<file path="config.mk">
export PLATFORM = sky130hd
export DESIGN_NAME = intel_hex_record_decoder
export DESIGN_NICKNAME = d
export VERILOG_FILES = /design/src/rtl/ihex_pkg.sv /design/src/rtl/intel_hex_record_decoder.sv
export SDC_FILE = /design/constraint.sdc
export NUM_CORES = 1
export LEC_CHECK = 0
export BUFFER_PORTS_ARGS = -buffer_cell sky130_fd_sc_hd__buf_4
export CAP_MARGIN = 10
export CORE_MARGIN = 5
export CORE_UTILIZATION = 55
export CTS_BUF_LIST = sky130_fd_sc_hd__clkbuf_4 sky130_fd_sc_hd__clkbuf_8 sky130_fd_sc_hd__clkbuf_16
export DETAILED_ROUTE_END_ITERATION = 12
export GPL_ROUTABILITY_DRIVEN = 0
export PLACE_DENSITY = 0.85
export SYNTH_ARGS = -nofsm -noshare
export SYNTH_HDL_FRONTEND = slang
export SYNTH_SLANG_ARGS = --single-unit
</file>
<file path="constraint.sdc">
create_clock -name clk_i -period 10.1 [get_ports clk_i]
set_input_delay 2.02 -clock clk_i [delete_from_list [all_inputs] [get_ports clk_i]]
set_output_delay 2.02 -clock clk_i [all_outputs]
set_load 0.005 [all_outputs]
</file>
<file path="src/rtl/ihex_pkg.sv">
// ----------------------------------------------------------------------------
// ihex_pkg
// Shared types, codes and helpers of the Intel HEX record decoder.
// ----------------------------------------------------------------------------
package ihex_pkg;

  localparam int unsigned MAX_RECORD_BYTES_DEF = 32;

  localparam int unsigned PADDR_W     = 3;
  localparam int unsigned IN_TDATA_W  = 8;
  localparam int unsigned OUT_TDATA_W = 48;

  localparam logic [7:0] CHAR_NUL   = 8'h00;
  localparam logic [7:0] CHAR_COLON = 8'h3a;

  // word index of the registers, taken from paddr[2]
  localparam logic REG_BUFFER_LENGTH = 1'b0;

  typedef enum logic [8:0] {
    PH_SEEK    = 9'b000000001,
    PH_COUNT   = 9'b000000010,
    PH_ADDR_HI = 9'b000000100,
    PH_ADDR_LO = 9'b000001000,
    PH_TYPE    = 9'b000010000,
    PH_DATA    = 9'b000100000,
    PH_CKSUM   = 9'b001000000,
    PH_DONE    = 9'b010000000,
    PH_HALT    = 9'b100000000
  } phase_e;

  typedef enum logic [1:0] {
    KIND_WRITE = 2'd0,
    KIND_EOF   = 2'd1,
    KIND_ERROR = 2'd2
  } kind_e;

  typedef enum logic [2:0] {
    ERR_PREMATURE = 3'd0,
    ERR_DIGIT     = 3'd1,
    ERR_TOO_LONG  = 3'd2,
    ERR_OVERFLOW  = 3'd3,
    ERR_EXT_COUNT = 3'd4,
    ERR_EOF_DATA  = 3'd5,
    ERR_TYPE      = 3'd6,
    ERR_CHECKSUM  = 3'd7
  } err_e;

  typedef enum logic [1:0] {
    REC_DATA = 2'd0,
    REC_EOF  = 2'd1,
    REC_EXT  = 2'd2
  } rtype_e;

  typedef struct packed {
    logic       ok;
    logic [3:0] val;
  } hex_digit_t;

  function automatic hex_digit_t hex_decode(input logic [7:0] c);
    hex_digit_t r;
    r.ok  = 1'b1;
    r.val = 4'd0;
    if (c >= 8'h30 && c <= 8'h39) begin
      r.val = 4'(c - 8'h30);
    end else if (c >= 8'h41 && c <= 8'h46) begin
      r.val = 4'(c - 8'h37);
    end else if (c >= 8'h61 && c <= 8'h66) begin
      r.val = 4'(c - 8'h57);
    end else begin
      r.ok = 1'b0;
    end
    return r;
  endfunction

endpackage

</file>
<file path="src/rtl/intel_hex_record_decoder.sv">
// ----------------------------------------------------------------------------
// intel_hex_record_decoder
// Parses Intel HEX text, one character per word, into byte writes.
// ----------------------------------------------------------------------------
// One character is taken per clock cycle unless a waiting output stalls; its
// write, end-of-file or error word appears on the master side in the next
// cycle from an output register, and the slave side keeps accepting while
// that word waits as long as the master side takes it in the same cycle.
// The per-character work is a hex digit decode, an 8-bit checksum add and,
// at the type byte, one 33-bit add and compare against buffer_length, all
// done in the cycle the character is accepted. tuser of the slave side set
// on a word clears the parser (upper address and write pointer too) before
// that character is used. After end of file or an error nothing more is
// produced until such a restart. There is no memory and no clearing pass.
// ----------------------------------------------------------------------------
module intel_hex_record_decoder #(
  parameter int unsigned MAX_RECORD_BYTES = ihex_pkg::MAX_RECORD_BYTES_DEF
) (
  input  logic                             clk_i,
  input  logic                             rst_ni,

  input  logic                             s_axis_tvalid,
  output logic                             s_axis_tready,
  input  logic [ihex_pkg::IN_TDATA_W-1:0]  s_axis_tdata,   // [7:0] ch
  input  logic                             s_axis_tuser,   // [0] restart

  output logic                             m_axis_tvalid,
  input  logic                             m_axis_tready,
  // [31:0] write_address, [39:32] write_data, [42:40] error_code
  output logic [ihex_pkg::OUT_TDATA_W-1:0] m_axis_tdata,
  output logic [1:0]                       m_axis_tuser,   // [1:0] kind

  input  logic                             psel,
  input  logic                             penable,
  input  logic                             pwrite,
  input  logic [ihex_pkg::PADDR_W-1:0]     paddr,
  input  logic [31:0]                      pwdata,
  output logic [31:0]                      prdata,
  output logic                             pready
);

  localparam int unsigned BL_W = $clog2(MAX_RECORD_BYTES + 1);

  logic [31:0] buffer_length_q;

  ihex_pkg::phase_e  phase_q, phase_d;
  logic              nib_q, nib_d;
  logic [3:0]        hn_q, hn_d;
  logic [7:0]        sum_q, sum_d;
  logic [BL_W-1:0]   bl_q, bl_d;
  logic [7:0]        rc_q, rc_d;
  logic [15:0]       ra_q, ra_d;
  ihex_pkg::rtype_e  rt_q, rt_d;
  logic [15:0]       up_q, up_d;
  logic [31:0]       wp_q, wp_d;

  logic              res_valid;
  ihex_pkg::kind_e   res_kind;
  logic [31:0]       res_addr;
  logic [7:0]        res_data;
  ihex_pkg::err_e    res_code;

  logic              out_valid_q;
  ihex_pkg::kind_e   out_kind_q;
  logic [31:0]       out_addr_q;
  logic [7:0]        out_data_q;
  ihex_pkg::err_e    out_code_q;

  logic              in_acc;
  logic              cfg_wr;

  // ---------------------------------------------------------------- config
  assign pready = 1'b1;
  assign cfg_wr = psel & penable & pwrite & pready &
                  (paddr[2] == ihex_pkg::REG_BUFFER_LENGTH);
  assign prdata = (paddr[2] == ihex_pkg::REG_BUFFER_LENGTH) ? buffer_length_q : 32'd0;

  always_ff @(posedge clk_i or negedge rst_ni) begin
    if (!rst_ni) begin
      buffer_length_q <= 32'd0;
    end else if (cfg_wr) begin
      buffer_length_q <= pwdata;
    end
  end

  // ---------------------------------------------------------------- parser
  assign s_axis_tready = !out_valid_q || m_axis_tready;
  assign in_acc        = s_axis_tvalid && s_axis_tready;

  always_comb begin
    ihex_pkg::phase_e     ph;
    logic                 np;
    logic [3:0]           hn;
    logic [7:0]           sum;
    logic [BL_W-1:0]      bl;
    logic [7:0]           rc;
    logic [15:0]          ra;
    ihex_pkg::rtype_e     rt;
    logic [15:0]          up;
    logic [31:0]          wp;
    logic [7:0]           ch;
    ihex_pkg::hex_digit_t dig;
    logic [7:0]           byte_v;
    logic [7:0]           sum_n;
    logic [31:0]          start;
    logic [32:0]          end_addr;

    // state as seen by this character, after an optional restart
    ph  = s_axis_tuser ? ihex_pkg::PH_SEEK  : phase_q;
    np  = s_axis_tuser ? 1'b0               : nib_q;
    hn  = s_axis_tuser ? 4'd0               : hn_q;
    sum = s_axis_tuser ? 8'd0               : sum_q;
    bl  = s_axis_tuser ? '0                 : bl_q;
    rc  = s_axis_tuser ? 8'd0               : rc_q;
    ra  = s_axis_tuser ? 16'd0              : ra_q;
    rt  = s_axis_tuser ? ihex_pkg::REC_DATA : rt_q;
    up  = s_axis_tuser ? 16'd0              : up_q;
    wp  = s_axis_tuser ? 32'd0              : wp_q;

    ch       = s_axis_tdata;
    dig      = ihex_pkg::hex_decode(ch);
    byte_v   = {hn, dig.val};
    sum_n    = sum + byte_v;
    start    = {up, ra};
    end_addr = {1'b0, start} + {25'd0, rc};

    phase_d = ph;
    nib_d   = np;
    hn_d    = hn;
    sum_d   = sum;
    bl_d    = bl;
    rc_d    = rc;
    ra_d    = ra;
    rt_d    = rt;
    up_d    = up;
    wp_d    = wp;

    res_valid = 1'b0;
    res_kind  = ihex_pkg::KIND_WRITE;
    res_addr  = 32'd0;
    res_data  = 8'd0;
    res_code  = ihex_pkg::ERR_PREMATURE;

    unique case (ph)
      ihex_pkg::PH_DONE, ihex_pkg::PH_HALT: begin
      end
      ihex_pkg::PH_SEEK: begin
        if (ch == ihex_pkg::CHAR_NUL) begin
          phase_d   = ihex_pkg::PH_HALT;
          res_valid = 1'b1;
          res_kind  = ihex_pkg::KIND_ERROR;
          res_code  = ihex_pkg::ERR_PREMATURE;
        end else if (ch == ihex_pkg::CHAR_COLON) begin
          sum_d   = 8'd0;
          nib_d   = 1'b0;
          phase_d = ihex_pkg::PH_COUNT;
        end
      end
      default: begin
        if (ch == ihex_pkg::CHAR_NUL) begin
          phase_d   = ihex_pkg::PH_HALT;
          res_valid = 1'b1;
          res_kind  = ihex_pkg::KIND_ERROR;
          res_code  = ihex_pkg::ERR_PREMATURE;
        end else if (!dig.ok) begin
          phase_d   = ihex_pkg::PH_HALT;
          res_valid = 1'b1;
          res_kind  = ihex_pkg::KIND_ERROR;
          res_code  = ihex_pkg::ERR_DIGIT;
        end else if (!np) begin
          hn_d  = dig.val;
          nib_d = 1'b1;
        end else begin
          nib_d = 1'b0;
          sum_d = sum_n;
          unique case (ph)
            ihex_pkg::PH_COUNT: begin
              rc_d    = byte_v;
              phase_d = ihex_pkg::PH_ADDR_HI;
            end
            ihex_pkg::PH_ADDR_HI: begin
              ra_d    = {byte_v, 8'd0};
              phase_d = ihex_pkg::PH_ADDR_LO;
            end
            ihex_pkg::PH_ADDR_LO: begin
              ra_d    = {ra[15:8], byte_v};
              phase_d = ihex_pkg::PH_TYPE;
            end
            ihex_pkg::PH_TYPE: begin
              bl_d = rc[BL_W-1:0];
              priority if (rc > 8'(MAX_RECORD_BYTES)) begin
                phase_d   = ihex_pkg::PH_HALT;
                res_valid = 1'b1;
                res_kind  = ihex_pkg::KIND_ERROR;
                res_code  = ihex_pkg::ERR_TOO_LONG;
              end else if (byte_v == {6'd0, ihex_pkg::REC_DATA}) begin
                if (end_addr > {1'b0, buffer_length_q}) begin
                  phase_d   = ihex_pkg::PH_HALT;
                  res_valid = 1'b1;
                  res_kind  = ihex_pkg::KIND_ERROR;
                  res_code  = ihex_pkg::ERR_OVERFLOW;
                end else begin
                  wp_d    = start;
                  rt_d    = ihex_pkg::REC_DATA;
                  phase_d = (rc == 8'd0) ? ihex_pkg::PH_CKSUM : ihex_pkg::PH_DATA;
                end
              end else if (byte_v == {6'd0, ihex_pkg::REC_EXT}) begin
                if (rc != 8'd2) begin
                  phase_d   = ihex_pkg::PH_HALT;
                  res_valid = 1'b1;
                  res_kind  = ihex_pkg::KIND_ERROR;
                  res_code  = ihex_pkg::ERR_EXT_COUNT;
                end else begin
                  rt_d    = ihex_pkg::REC_EXT;
                  phase_d = ihex_pkg::PH_DATA;
                end
              end else if (byte_v == {6'd0, ihex_pkg::REC_EOF}) begin
                if (rc != 8'd0) begin
                  phase_d   = ihex_pkg::PH_HALT;
                  res_valid = 1'b1;
                  res_kind  = ihex_pkg::KIND_ERROR;
                  res_code  = ihex_pkg::ERR_EOF_DATA;
                end else begin
                  rt_d    = ihex_pkg::REC_EOF;
                  phase_d = ihex_pkg::PH_CKSUM;
                end
              end else begin
                phase_d   = ihex_pkg::PH_HALT;
                res_valid = 1'b1;
                res_kind  = ihex_pkg::KIND_ERROR;
                res_code  = ihex_pkg::ERR_TYPE;
              end
            end
            ihex_pkg::PH_DATA: begin
              bl_d    = bl - BL_W'(1);
              phase_d = (bl == BL_W'(1)) ? ihex_pkg::PH_CKSUM : ihex_pkg::PH_DATA;
              if (rt == ihex_pkg::REC_EXT) begin
                up_d = {up[7:0], byte_v};
              end else begin
                res_valid = 1'b1;
                res_kind  = ihex_pkg::KIND_WRITE;
                res_addr  = wp;
                res_data  = byte_v;
                wp_d      = wp + 32'd1;
              end
            end
            ihex_pkg::PH_CKSUM: begin
              if (sum_n != 8'd0) begin
                phase_d   = ihex_pkg::PH_HALT;
                res_valid = 1'b1;
                res_kind  = ihex_pkg::KIND_ERROR;
                res_code  = ihex_pkg::ERR_CHECKSUM;
              end else if (rt == ihex_pkg::REC_EOF) begin
                phase_d   = ihex_pkg::PH_DONE;
                res_valid = 1'b1;
                res_kind  = ihex_pkg::KIND_EOF;
              end else begin
                phase_d = ihex_pkg::PH_SEEK;
              end
            end
            default: begin
            end
          endcase
        end
      end
    endcase
  end

  always_ff @(posedge clk_i or negedge rst_ni) begin
    if (!rst_ni) begin
      phase_q <= ihex_pkg::PH_SEEK;
      nib_q   <= 1'b0;
      hn_q    <= 4'd0;
      sum_q   <= 8'd0;
      bl_q    <= '0;
      rc_q    <= 8'd0;
      ra_q    <= 16'd0;
      rt_q    <= ihex_pkg::REC_DATA;
      up_q    <= 16'd0;
      wp_q    <= 32'd0;
    end else if (in_acc) begin
      phase_q <= phase_d;
      nib_q   <= nib_d;
      hn_q    <= hn_d;
      sum_q   <= sum_d;
      bl_q    <= bl_d;
      rc_q    <= rc_d;
      ra_q    <= ra_d;
      rt_q    <= rt_d;
      up_q    <= up_d;
      wp_q    <= wp_d;
    end
  end

  // ---------------------------------------------------------------- output
  always_ff @(posedge clk_i or negedge rst_ni) begin
    if (!rst_ni) begin
      out_valid_q <= 1'b0;
    end else if (in_acc && res_valid) begin
      out_valid_q <= 1'b1;
    end else if (m_axis_tready) begin
      out_valid_q <= 1'b0;
    end
  end

  always_ff @(posedge clk_i) begin
    if (in_acc && res_valid) begin
      out_kind_q <= res_kind;
      out_addr_q <= res_addr;
      out_data_q <= res_data;
      out_code_q <= res_code;
    end
  end

  assign m_axis_tvalid = out_valid_q;
  assign m_axis_tuser  = out_kind_q;
  assign m_axis_tdata  = {5'd0, out_code_q, out_data_q, out_addr_q};

  // ---------------------------------------------------------------- checks
  a_err_halts: assert property (@(posedge clk_i) disable iff (!rst_ni)
    in_acc && res_valid && res_kind == ihex_pkg::KIND_ERROR |=> phase_q == ihex_pkg::PH_HALT)
    else $error("error word did not halt the parser");

  a_eof_done: assert property (@(posedge clk_i) disable iff (!rst_ni)
    in_acc && res_valid && res_kind == ihex_pkg::KIND_EOF |=> phase_q == ihex_pkg::PH_DONE)
    else $error("end of file word did not stop the parser");

  a_stopped_quiet: assert property (@(posedge clk_i) disable iff (!rst_ni)
    in_acc && !s_axis_tuser &&
    (phase_q == ihex_pkg::PH_DONE || phase_q == ihex_pkg::PH_HALT) |-> !res_valid)
    else $error("word produced after the parser stopped");

  a_write_in_data: assert property (@(posedge clk_i) disable iff (!rst_ni)
    in_acc && res_valid && res_kind == ihex_pkg::KIND_WRITE |->
    !s_axis_tuser && phase_q == ihex_pkg::PH_DATA && rt_q == ihex_pkg::REC_DATA)
    else $error("write word outside a data record");

  a_no_overrun: assert property (@(posedge clk_i) disable iff (!rst_ni)
    out_valid_q && !m_axis_tready |=> out_valid_q && $stable(out_addr_q) &&
    $stable(out_kind_q))
    else $error("pending output word overwritten");

endmodule
</file>
[Word-level counts from Yosys, hierarchy flattened]
Index checks and enable logic that the tools add are counted.
Cells by class
  multiplexer cells: 137
  $add $sub $neg: 7
  bitwise logic cells: 7
  $lt $le $gt $ge: 8
  reduce and logical (&&, ||, !) cells: 18
  equal/unequal tests: 16
Operators with widths (count)
  32-bit 2-to-1 mux: 10
  16-bit 2-to-1 mux: 12
  9-bit 2-to-1 mux: 14
  8-bit 2-to-1 mux: 13
  32-bit one-hot mux with 2 select lines: 1
  9-bit one-hot mux with 6 select lines: 1
  2-bit 2-to-1 mux: 26
  32-bit by 8-bit adder with 33-bit output: 1
  33-bit by 32-bit greater-than comparator with 1-bit output: 1
  32-bit by 1-bit adder with 32-bit output (second input constant): 1
  4-bit 2-to-1 mux: 8
  16-bit one-hot mux with 2 select lines: 1
  6-bit 2-to-1 mux: 5
  1-bit 2-to-1 mux: 28
  8-bit logical NOT: 3
  3-bit 2-to-1 mux: 7
  9-bit one-hot mux with 2 select lines: 1
  8-bit by 7-bit >= comparator with 1-bit output (second input constant): 2
  8-bit by 7-bit less-or-equal comparator with 1-bit output (second input constant): 2
  8-bit one-hot mux with 2 select lines: 1
  8-bit nonzero test: 2
  7-bit 2-to-1 mux: 2
  6-bit one-hot mux with 2 select lines: 1
  9-bit by 1-bit == test with 1-bit output (second input constant): 1
  other kinds (37): 49
Word-level totals
  word-level logic and storage cells: 210
  output and inout bits: 85
  bits in registers: 180

[Logic depth before layout (Yosys ltp)]
Gate-level depths: netlist of run 1.
  word-level depth: 17
  mapped depth: 27
  mapped depth without buffers: 23

[Worst setup path after synthesis of run 1]
OpenSTA, ideal clock, no wires.
  path type: input to register
  from: in s_axis_tuser
  to: reg out_kind_q[0] (netlist: m_axis_tuser[0]) (enable)
  library setup time: 517 ps
  path slack: -654 ps
  required time: 9583 ps
  data arrival time: 10236 ps
  stages: 24
  cell sequence: buf_2 > buf_2 > buf_1 > clkbuf_1 > clkbuf_1 > clkbuf_1 > nor2b_1 > ha_1 > inv_1 > o41ai_1 > and2_1 > clkbuf_1 > nand2_1 > xor2_1 > nor2_1 > ha_1 > nand4_1 > nor4_1 > nand2b_1 > and4_1 > o21a_1 > nor3_4 > nor3_1 > o32ai_1
Between the ends
  word-level cells in the longest chain between the ends: 13
RTL lines
  from (decl): RTL line intel_hex_record_decoder.sv:25  | input logic s_axis_tuser,
  branches (longest 11 deep; another with 32-bit by 8-bit adder with 33-bit output)
  1-bit one-hot mux with 2 select lines *: RTL line intel_hex_record_decoder.sv:144  | unique case (ph)
  1-bit logical AND *: RTL line intel_hex_record_decoder.sv:307  | if (in_acc && res_valid) begin
  to (signal assigned): RTL line intel_hex_record_decoder.sv:308  | out_kind_q <= res_kind;
  to (decl): RTL line intel_hex_record_decoder.sv:64  | ihex_pkg::kind_e out_kind_q;
Mark *: on every way between the ends.
A chain may end at the register's enable or synchronous reset.

[Worst setup path in the final report of run 1]
  from: in s_axis_tuser
  to: reg out_addr_q[30] (enable)
Between the ends
  word-level cells in the longest chain between the ends: 13
RTL lines
  branches (longest 11 deep; another with 32-bit by 8-bit adder with 33-bit output)
  1-bit one-hot mux with 2 select lines *: RTL line intel_hex_record_decoder.sv:144
  1-bit logical AND *: RTL line intel_hex_record_decoder.sv:307
  to (signal assigned): RTL line intel_hex_record_decoder.sv:309  | out_addr_q <= res_addr;
  to (decl): RTL line intel_hex_record_decoder.sv:65  | logic [31:0] out_addr_q;
Marks and branches as above.

==> flow_metrics.py, run 1 <==
metrics = {
    "floorplanning": {
        "std_cell_rows": 53,
        "initial_core_util_pct": 56.21,
        "dieHeight_um": 157.3,
        "pin_count": 136,
        "fp.dieW_um": 157.3,
        "dieArea_um2": 24730,
        "coreArea_um2": 21220,
    },
    "sta": {
        "finalSetupViolCount": 0,
        "period_minus_slack_ns": 8.633,
        "skew_ns": 0.009401,
        "rsz0062_at_grt": "false",
        "post-route-period-util_pct": 85.48,
        "hold_viol": 0,
        "clock.fmax_mhz": 115.8,
        "tns_ns": 0,
        "slew_headroom_pct": 20.79,
        "slew_violations": 0,
        "max_slew.worst_pin.slew_ns": 1.180,
    },
    "worst_setup_path": {
        "crit_start": "s_axis_tuser",
        "cp_max_fo": 66,
        "path_class": "in -> reg",
        "cp.required_ns": 10.22,
        "r2r-end": "out_addr_q[30]",
        "worstPathArrival_ns": 8.75,
        "reg2regPathDepth": 22,
        "reg2reg_setup_slack_ns": 3.46,
        "endpoint": "out_addr_q[30]",
        "cp-start-kind": "primary input",
        "worstSetupEndpointType": "register",
        "r2r_start": "rc_q[0]",
    },
    "clock_tree": {
        "cts_resized": 0,
        "cts_sinks": 180,
        "cts_root_buf": "clkbuf_16",
        "h-tree-depth": 4,
        "clkTransAtPathRegs_ns": 0.07,
        "cts_tree": "yes",
        "cts_buffers": 17,
        "cts_setup_buffers": 0,
        "clock_path_buffers": 2,
        "clk_latency_ns": 0.44,
        "cts_hold_buffers": 0,
    },
    "drt": {
        "drc_errors": 0,
        "ant_nets": 0,
        "drtPass1Iterations": 6,
        "vias_per_cell": 6.522,
        "drt_iter0_drc": 1505,
        "finalWirelength_um": 35200,
        "vias": 11362,
        "wire_per_inst_um": 20.20,
    },
    "synthesis": {
        "yosysTopAreaCell": "dfrtp_1",
        "synth-seq-area-share_pct": 39.66,
        "netlist_instances": 1364,
        "yosys-top-cells-count": "nand2_1, dfrtp_1, nor2_1",
        "synth_top_area_share_pct": 28.11,
        "netlist_area_um2": 11930,
        "syn_avg_cell_area_um2": 8.746,
        "synthTopCellsByArea": "dfrtp_1, edfxtp_1, o21ai_0, ha_1, nand2_1",
        "ys_types": 86,
        "synth_edf_count": 45,
        "ys.flop_type": "dfrtp_1",
        "synth.most_common_cell": "nand2_1",
        "yosysWarnings": 0,
        "ys_seq_elements": 180,
        "async_flop_share_pct": 75.00,
    },
    "layout": {
        "fin_nets": 1558,
        "final_util_pct": 64.35,
        "drive_above_1_share_pct": 15.75,
        "area_delta_synth_final_pct": 14.46,
        "antenna_cells": 0,
    },
    "flow_run": {
        "cap_violations": 0,
    },
    "pwr": {
        "power.density_nw_per_um2": 138.1,
        "vdd.ir_drop.worst_mv": 0.1209,
        "p_leak_nw": 5.767,
        "p_total_mw": 1.886,
    },
    "global_route": {
        "busiest_layer": "met2",
        "grt.met3_usage_pct": 6.269,
        "use_met1_pct": 34.68,
        "grt_antenna_before_repair": 0,
        "grt_pass1_vias": 10979,
        "grt_pass1_wl_um": 55770,
        "use_met2_pct": 46.39,
        "grt_overflow": 0,
        "grt_max_degree": 80,
        "grt.total_usage_pct": 28.25,
    },
    "placed_design": {
        "dp_hpwl_um": 24930,
        "port_buffers": 127,
    },
    "worst_hold_path": {
        "hp-class": "reg -> reg",
        "hold_depth": 2,
    },
    "status": {
        "status": "complete, no violations",
    },
}
## registers in the layout, indices dropped and copies added (netlist names)
signal           count
phase_q              9
wp_q                32
buffer_length_q     32
hn_q                 4
sum_q                8
out_data_q           8
ra_q                16
m_axis_tuser         2
out_code_q           3
m_axis_tvalid        1
rc_q                 8
rt_q                 2
nib_q                1
bl_q                 6
out_addr_q          32
up_q                16
## cells by family (layout without fill, tap and decap cells)
family / Yosys count / count (layout) / share of synthesized area [%]
adders and majority gates: 53 / 53 / 5.685
AOI/OAI and AO/OA: 350 / 350 / 18.89
xor gates and xnor gates: 40 / 40 / 2.937
other: 2 / 6 / 0.06296
DFF: 180 / 180 / 39.66
muxes: 43 / 43 / 3.944
and+or+nand+nor: 558 / 558 / 24.00
buffers and inverters: 138 / 237 / 4.825
## cells in the final DEF, fill, tap and decap left out, drive strengths merged, types with 20 or more instances in the layout
cell and n:
dfrtp 134, xor2 21, ha 51, nand4 29
nand2 156, and2 32, nor2b 32, edfxtp 45
nor3 41, o21ai 134, inv 68, buf 140
nor2 132, a21oi 60, nand3 33, mux2 32
a22oi 20
## routing by layer
layer  vias up  wire (um)
li1       5127          -
met1      5393      12860
met2       693      16800
met3       149       3563
met4         0       1970
met5         -          0
## where the power goes
part | total (mW) | switching [mW] | internal (mW)
Combinational | 0.340 | 0.198 | 0.142
Clock | 0.709 | 0.302 | 0.406
Sequential | 0.838 | 0.0297 | 0.808
## final cells by class
cell class	count	area (um^2)
sequential	180	4731
multi-input combinational	1050	6661
clock buffer	19	452.9
fill	1726	7566
timing repair buffer	140	1051
tap	275	344.1
inverter	65	244.0
clock inverter	13	170.2
## stage by stage
stage               instance area, um^2  hold slack [ns]  instances  setup slack, ns
floorplan                         11950           0.4417       1368           0.9837
global route                      13650           0.5125       1742            1.118
global placement                  13030           0.4565       1710            1.467
CTS                               13650           0.4829       1742            1.650
finish                            13650           0.4861       1742            1.467
detailed placement                13030           0.4632       1710            1.272
## critical path: stages
cell      delay [ns]
buf_4           0.30
inv_1           0.14
buf_4           0.35
nand2_1         0.21
inv_1           0.10
ha_1            0.16
inv_1           0.06
fa_1            0.39
o21bai_1        0.18
a311o_1         0.41
o221ai_1        0.36
nand4_1         0.27
nor3_1          0.34
nand4_1         0.16
xor2_1          0.17
nor2_1          0.07
ha_1            0.34
nand4_1         0.17
nor4_1          0.42
a21boi_0        0.15
a31oi_1         0.25
o21a_1          0.60
nor3_4          0.15
nor3_1          0.43
o32ai_4         0.14
buf_4           0.32
## worst min path at each step
stage	start	to
after detailed placement	ra_q[1]	ra_q[1]
final	bl_q[4]	bl_q[4]
after global placement	ra_q[1]	ra_q[1]
after global routing	ra_q[1]	ra_q[1]
after CTS	bl_q[4]	bl_q[4]
after floorplan	bl_q[4]	bl_q[4]
Power figures use the tool's default switching activity.
==> run 2: changes to the inputs <==
Settings changed: BUFFER_PORTS_ARGS -buffer_cell sky130_fd_sc_hd__buf_4 to not set, DONT_BUFFER_PORTS set to 1, PLACE_DENSITY 0.85 to 0.79.
Clock period 10.1 ns to 10.2 ns, I/O delays scaled along.
==> run 2 against run 1 <==
Against the previous run:
- clock power fell by 13%
- flip-flop and latch count unchanged
- via count fell by 5.8%
- worst setup slack improved by 0.60 ns
- register-to-register slack better by 0.32 ns
- count of clock-buffer cells in the layout up 1
- critical endpoint is now out_addr_q[28]
==> flow_metrics.py, run 2 (synthesized netlist as in run 1, its figures left out) <==
metrics = {
    "status": {
        "status": "complete, no violations",
    },
    "worst_setup_path": {
        "r2r-end": "out_addr_q[28]",
        "worstSetupEndpointType": "register",
        "r2r_start": "rc_q[0]",
        "worstPathArrival_ns": 8.21,
        "cp-start-kind": "primary input",
        "reg2reg_setup_slack_ns": 3.78,
        "reg2regPathDepth": 22,
        "path_class": "in -> reg",
        "cp_max_fo": 111,
        "cp.required_ns": 10.28,
    },
    "sta": {
        "fin_hold_ws_ns": 0.4848,
        "setup_ws_ns": 2.066,
        "clock.fmax_mhz": 122.9,
        "rsz0062_at_grt": "false",
        "post-route-period-util_pct": 79.74,
        "tns_ns": 0,
        "skew_ns": 0.01585,
        "hold_viol": 0,
        "slew_headroom_pct": 26.43,
        "finalSetupViolCount": 0,
        "slew_violations": 0,
        "max_slew.worst_pin.slew_ns": 1.102,
        "period_minus_slack_ns": 8.134,
    },
    "clock_tree": {
        "cts_setup_buffers": 0,
        "cts_resized": 0,
        "clk_latency_ns": 0.45,
        "cts_sinks": 180,
        "clkTransAtPathRegs_ns": 0.07,
        "cts_root_buf": "clkbuf_16",
        "cts_buffers": 17,
        "cts_hold_buffers": 0,
        "clock_path_buffers": 2,
        "cts_tree": "yes",
        "h-tree-depth": 4,
    },
    "layout": {
        "final_common_cell": "nand2_1",
        "area_delta_synth_final_pct": 5.664,
        "fin_nets": 1430,
        "seq_area_um2": 4731,
        "multiInputGateArea_um2": 6661,
        "fillCellCount": 1836,
        "reg.largest.list": "buffer_length_q: 32 flops, out_addr_q: 32 flops, wp_q: 32 flops",
        "drive_above_1_share_pct": 7.618,
        "layout_common_cells": "nand2_1, dfrtp_1, nor2_1, o21ai_0, inv_1",
    },
    "drt": {
        "drt_iter0_drc": 1550,
        "ant_nets": 0,
        "vias": 10705,
        "drtPass1Iterations": 6,
        "finalWirelength_um": 33700,
        "drc_errors": 0,
        "vias_per_cell": 6.628,
        "wire_per_inst_um": 20.87,
    },
    "global_route": {
        "grt_pass1_vias": 9893,
        "grt_overflow": 0,
        "grt_pass1_wl_um": 53700,
        "grt_max_degree": 136,
        "grt.total_usage_pct": 27.23,
        "grt_antenna_before_repair": 0,
    },
    "worst_hold_path": {
        "hp-class": "reg -> reg",
        "min_from": "sum_q[3]",
        "hold_depth": 1,
        "worst_hold_path.endpoint": "sum_q[3]",
    },
    "floorplanning": {
        "std_cell_rows": 53,
        "pin_count": 136,
        "dieHeight_um": 157.3,
        "coreArea_um2": 21220,
        "fp.dieW_um": 157.3,
        "dieArea_um2": 24730,
        "initial_core_util_pct": 56.21,
    },
    "placed_design": {
        "dp_hpwl_um": 23720,
        "port_buffers": 0,
        "dp_worst_setup_slack_ns": 1.820,
    },
    "pwr": {
        "power.density_nw_per_um2": 134.1,
        "vdd.ir_drop.worst_mv": 0.1030,
        "p_leak_nw": 5.101,
    },
    "flow_run": {
        "cap_violations": 0,
    },
}
==> run 2: cell count changes in the layout (fill, tap and decap cells not counted), sizes merged <==
| cell | previous run | this run |
|---|---|---|
| clkbuf | 19 | 20 |
| clkinvlp | 3 | 4 |
| inv | 68 | 67 |
| buf | 140 | 12 |
| bufinv | 3 | 0 |
| diode | 0 | 1 |
| clkinv | 4 | 6 |
==> run 2: how the worst max path moves through the flow <==
stage                       from               to  slack [ns]  depth (start not counted)
floorplan           s_axis_tuser  m_axis_tuser[0]        1.06                         24
global placement    s_axis_tuser   out_addr_q[27]        1.98                         24
detailed placement  s_axis_tuser   out_addr_q[28]        1.82                         24
CTS                 s_axis_tuser   out_addr_q[28]        2.22                         25
global route        s_axis_tuser   out_addr_q[28]        1.71                         25
finish              s_axis_tuser   out_addr_q[28]        2.07                         24
==> run 2: cell type report <==
type | instances | area share, %
flip-flops and latches | 180 | 37.53
inverters | 65 | 1.936
multi-input cells | 1050 | 52.85
clock buffers | 20 | 3.554
repair buffers | 12 | 0.7147
clock inverters | 12 | 0.6651
diodes | 1 | 0.01985
well taps | 275 | 2.730
==> run 2: routing by layer <==
metal  GRT usage, %  share of wire, %  vias up
met5              0                 0        -
met4          11.47               4.2        0
met3          5.774                10      108
met2          42.42                46      644
met1          37.07                40     5074
li1               -                 -     4879
==> run 2: power breakdown <==
group	leakage (nW)	switching (mW)	internal, mW
clock network	0.255	0.296	0.320
registers	2.23	0.0353	0.801
logic	2.62	0.154	0.0846
total	5.10	0.485	1.21
==> run 2: stage by stage <==
| step | total power [mW] | area (um^2) | utilization, % | cells |
|---|---|---|---|---|
| CTS | 1.698 | 12600 | 59.39 | 1614 |
| finish | 1.690 | 12600 | 59.40 | 1615 |
| detailed placement | 1.087 | 12070 | 56.88 | 1582 |
| global placement | 1.075 | 12070 | 56.88 | 1582 |
| floorplan | 1.031 | 11950 | - | 1368 |
| global route | 1.761 | 12600 | 59.39 | 1614 |
==> run 2: critical path, stage by stage <==
cell and delay (ns):
inv_1 0.40, nand2_1 0.23, inv_1 0.10, ha_1 0.17, inv_1 0.05, fa_1 0.39
o21bai_1 0.18, a311o_1 0.41, o221ai_1 0.35, and2_1 0.28, nand4_1 0.13, xor2_1 0.17
nor2_1 0.07, ha_1 0.30, nand4_1 0.16, nor4_1 0.67, nand2b_1 0.12, and4_1 0.24
o21a_1 0.19, buf_4 0.20, nor3_4 0.32, nor3_1 0.17, o32ai_4 0.26, buf_4 0.50
==> run 3: changes to the inputs <==
Clock period 10.2 ns to 8.3 ns, I/O delays scaled along.
==> run 3 against run 2 <==
Against the previous run:
- cell count fell by 0.12%
- register-to-register slack got worse by 1.7 ns
- worst setup slack got worse by 0.87 ns
- clock skew fell by 0.0026 ns
- core utilization rose by 0.094 points
- first-iteration DRC count fell by 11%
- flip-flop and latch count did not move
- largest cell class unchanged
- sequential power rose by 23%
- global-route usage rose by 0.20 points
- critical endpoint is now out_addr_q[26]
- wire length rose by 0.80%
- critical path type unchanged
==> flow_metrics.py, run 3 (synthesized netlist as in run 1, its figures left out) <==
metrics = {
    "status": {
        "status": "complete, no violations",
    },
    "worst_setup_path": {
        "cp_slowest_cell": "nor3_1",
        "critPathTopFamily": "simple AND/OR/NAND/NOR gates",
        "worstSetupEndpointType": "register",
        "cp_max_fo": 111,
        "critPathBufInv": 4,
        "path_class": "in -> reg",
        "reg2reg_setup_slack_ns": 2.10,
        "cp-start-kind": "primary input",
        "cp_slowest_stage_delay_ns": 0.44,
        "worstPathArrival_ns": 7.24,
        "crit_chain": "inv_1 -> nand2_1 -> inv_1 -> ha_1 -> inv_1 -> fa_1 -> o21bai_1 -> a311o_1 -> o221ai_1 -> nand4_1 -> nor3_1 -> nand4_1 -> xor2_1 -> nor2_1 -> ha_1 -> nand4_1 -> nor4_1 -> a21boi_0 -> a31oi_1 -> o21a_1 -> nor3_4 -> nor3_1 -> o32ai_4 -> buf_4",
        "cp.required_ns": 8.43,
    },
    "drt": {
        "drtPass1Iterations": 7,
        "vias": 10762,
        "vias_per_cell": 6.672,
        "wire_per_inst_um": 21.06,
        "ant_nets": 0,
        "drt_iter0_drc": 1373,
        "drc_errors": 0,
        "finalWirelength_um": 33970,
    },
    "clock_tree": {
        "cts_setup_buffers": 0,
        "cts_sinks": 180,
        "cts_root_buf": "clkbuf_16",
        "clkTransAtPathRegs_ns": 0.07,
        "cts_hold_buffers": 0,
        "cts_tree": "yes",
        "h-tree-depth": 4,
        "clk_latency_ns": 0.44,
        "cts_buffers": 17,
        "cts_resized": 0,
        "clock_path_buffers": 2,
    },
    "sta": {
        "setup_ws_ns": 1.195,
        "clock.fmax_mhz": 140.8,
        "post-route-period-util_pct": 85.60,
        "tns_ns": 0,
        "max_slew.worst_pin.slew_ns": 1.213,
        "hold_viol": 0,
        "slew_headroom_pct": 19.03,
        "finalSetupViolCount": 0,
        "rsz0062_at_grt": "false",
        "slew_violations": 0,
        "skew_ns": 0.01328,
        "period_minus_slack_ns": 7.105,
    },
    "flow_run": {
        "cap_violations": 0,
    },
    "layout": {
        "layout.cells.non_filler": 1613,
        "area_delta_synth_final_pct": 5.832,
        "final_common_cell": "nand2_1",
        "reg.largest.list": "buffer_length_q: 32 flops, out_addr_q: 32 flops, wp_q: 32 flops",
        "layout_common_cells": "nand2_1, dfrtp_1, nor2_1, o21ai_0, inv_1",
        "fillCellCount": 1826,
        "antenna_cells": 0,
        "fin_area_um2": 12620,
        "drive_above_1_share_pct": 7.623,
        "multiInputGateArea_um2": 6661,
        "final_util_pct": 59.49,
        "fin_nets": 1429,
        "seq_area_um2": 4731,
    },
    "placed_design": {
        "placed_cell_area_um2": 12060,
        "dp_hpwl_um": 23830,
        "port_buffers": 0,
        "dp_worst_setup_slack_ns": 0.8472,
        "placed_cells": 1581,
    },
    "floorplanning": {
        "dieHeight_um": 157.3,
        "pin_count": 136,
        "std_cell_rows": 53,
        "fp.dieW_um": 157.3,
        "initial_core_util_pct": 56.21,
        "dieArea_um2": 24730,
        "coreArea_um2": 21220,
    },
    "pwr": {
        "power.density_nw_per_um2": 167.3,
        "p_leak_nw": 5.108,
        "vdd.ir_drop.worst_mv": 0.1416,
    },
    "global_route": {
        "grt.total_usage_pct": 27.44,
        "grt_overflow": 0,
        "grt_antenna_before_repair": 0,
        "grt_max_degree": 136,
        "grt_pass1_wl_um": 54090,
        "grt_pass1_vias": 10180,
    },
    "worst_hold_path": {
        "hp-class": "reg -> reg",
    },
}
[run 3: changes by cell type in the layout (fill, tap and decap cells not counted), sizes merged]
cell / previous run / this run
inv: 67 / 72
clkinv: 6 / 2
clkbuf: 20 / 19
buf: 12 / 11
diode: 1 / 0
[run 3: worst register-to-register path, delay by kind of cell, from the launching register on]
| kind | cells | cell delay (ns) |
|---|---|---|
| and+or+nand+nor | 10 | 2.39 |
| AOI/OAI and AO/OA | 6 | 1.64 |
| adders and majority gates | 2 | 0.57 |
| DFF | 1 | 0.43 |
| buffers and inverters | 2 | 0.58 |
| xor gates and xnor gates | 1 | 0.16 |
[run 3: metal layers]
layer / wire length, um / global-route usage (%) / vias to the layer above / part of all wire (%)
li1: - / - / 4879 / -
met1: 13320 / 36.19 / 5064 / 39
met2: 15470 / 42.83 / 663 / 46
met3: 3371 / 6.296 / 156 / 9.9
met4: 1807 / 13.36 / 0 / 5.3
met5: 0 / 0 / - / 0
[run 3: path summary, 6_finish.rpt]
kind	start	end	cells after the start
max	s_axis_tuser	out_addr_q[26]	24
min	ra_q[1]	ra_q[1]	2
max reg2reg	rc_q[1]	out_addr_q[26]	21
min reg2reg	ra_q[1]	ra_q[1]	2
max in group asynchronous	rst_ni	phase_q[0]	0
min in group asynchronous	rst_ni	buffer_length_q[2]	0
[run 3: where the power goes]
group | switching (mW) | internal (mW) | total (mW)
Combinational | 0.188 | 0.104 | 0.292
Clock | 0.388 | 0.406 | 0.794
Sequential | 0.0425 | 0.984 | 1.03
Total | 0.619 | 1.49 | 2.11
[run 3: layout make-up]
cell class | instances | share of cell area, %
inverters | 65 | 1.933
multi-input cells | 1050 | 52.77
repair buffers | 11 | 0.6541
clock buffers | 19 | 3.538
clock inverters | 13 | 0.9118
well taps | 275 | 2.725
flip-flops and latches | 180 | 37.47
[run 3: metrics by stage]
stage          hold slack, ns  power [mW]
2_1_floorplan          0.4417       1.268
3_3_place_gp           0.4546       1.320
3_5_place_dp           0.4648       1.333
4_1_cts                0.4794       2.115
5_1_grt                0.5031       2.195
6_report               0.4819       2.112
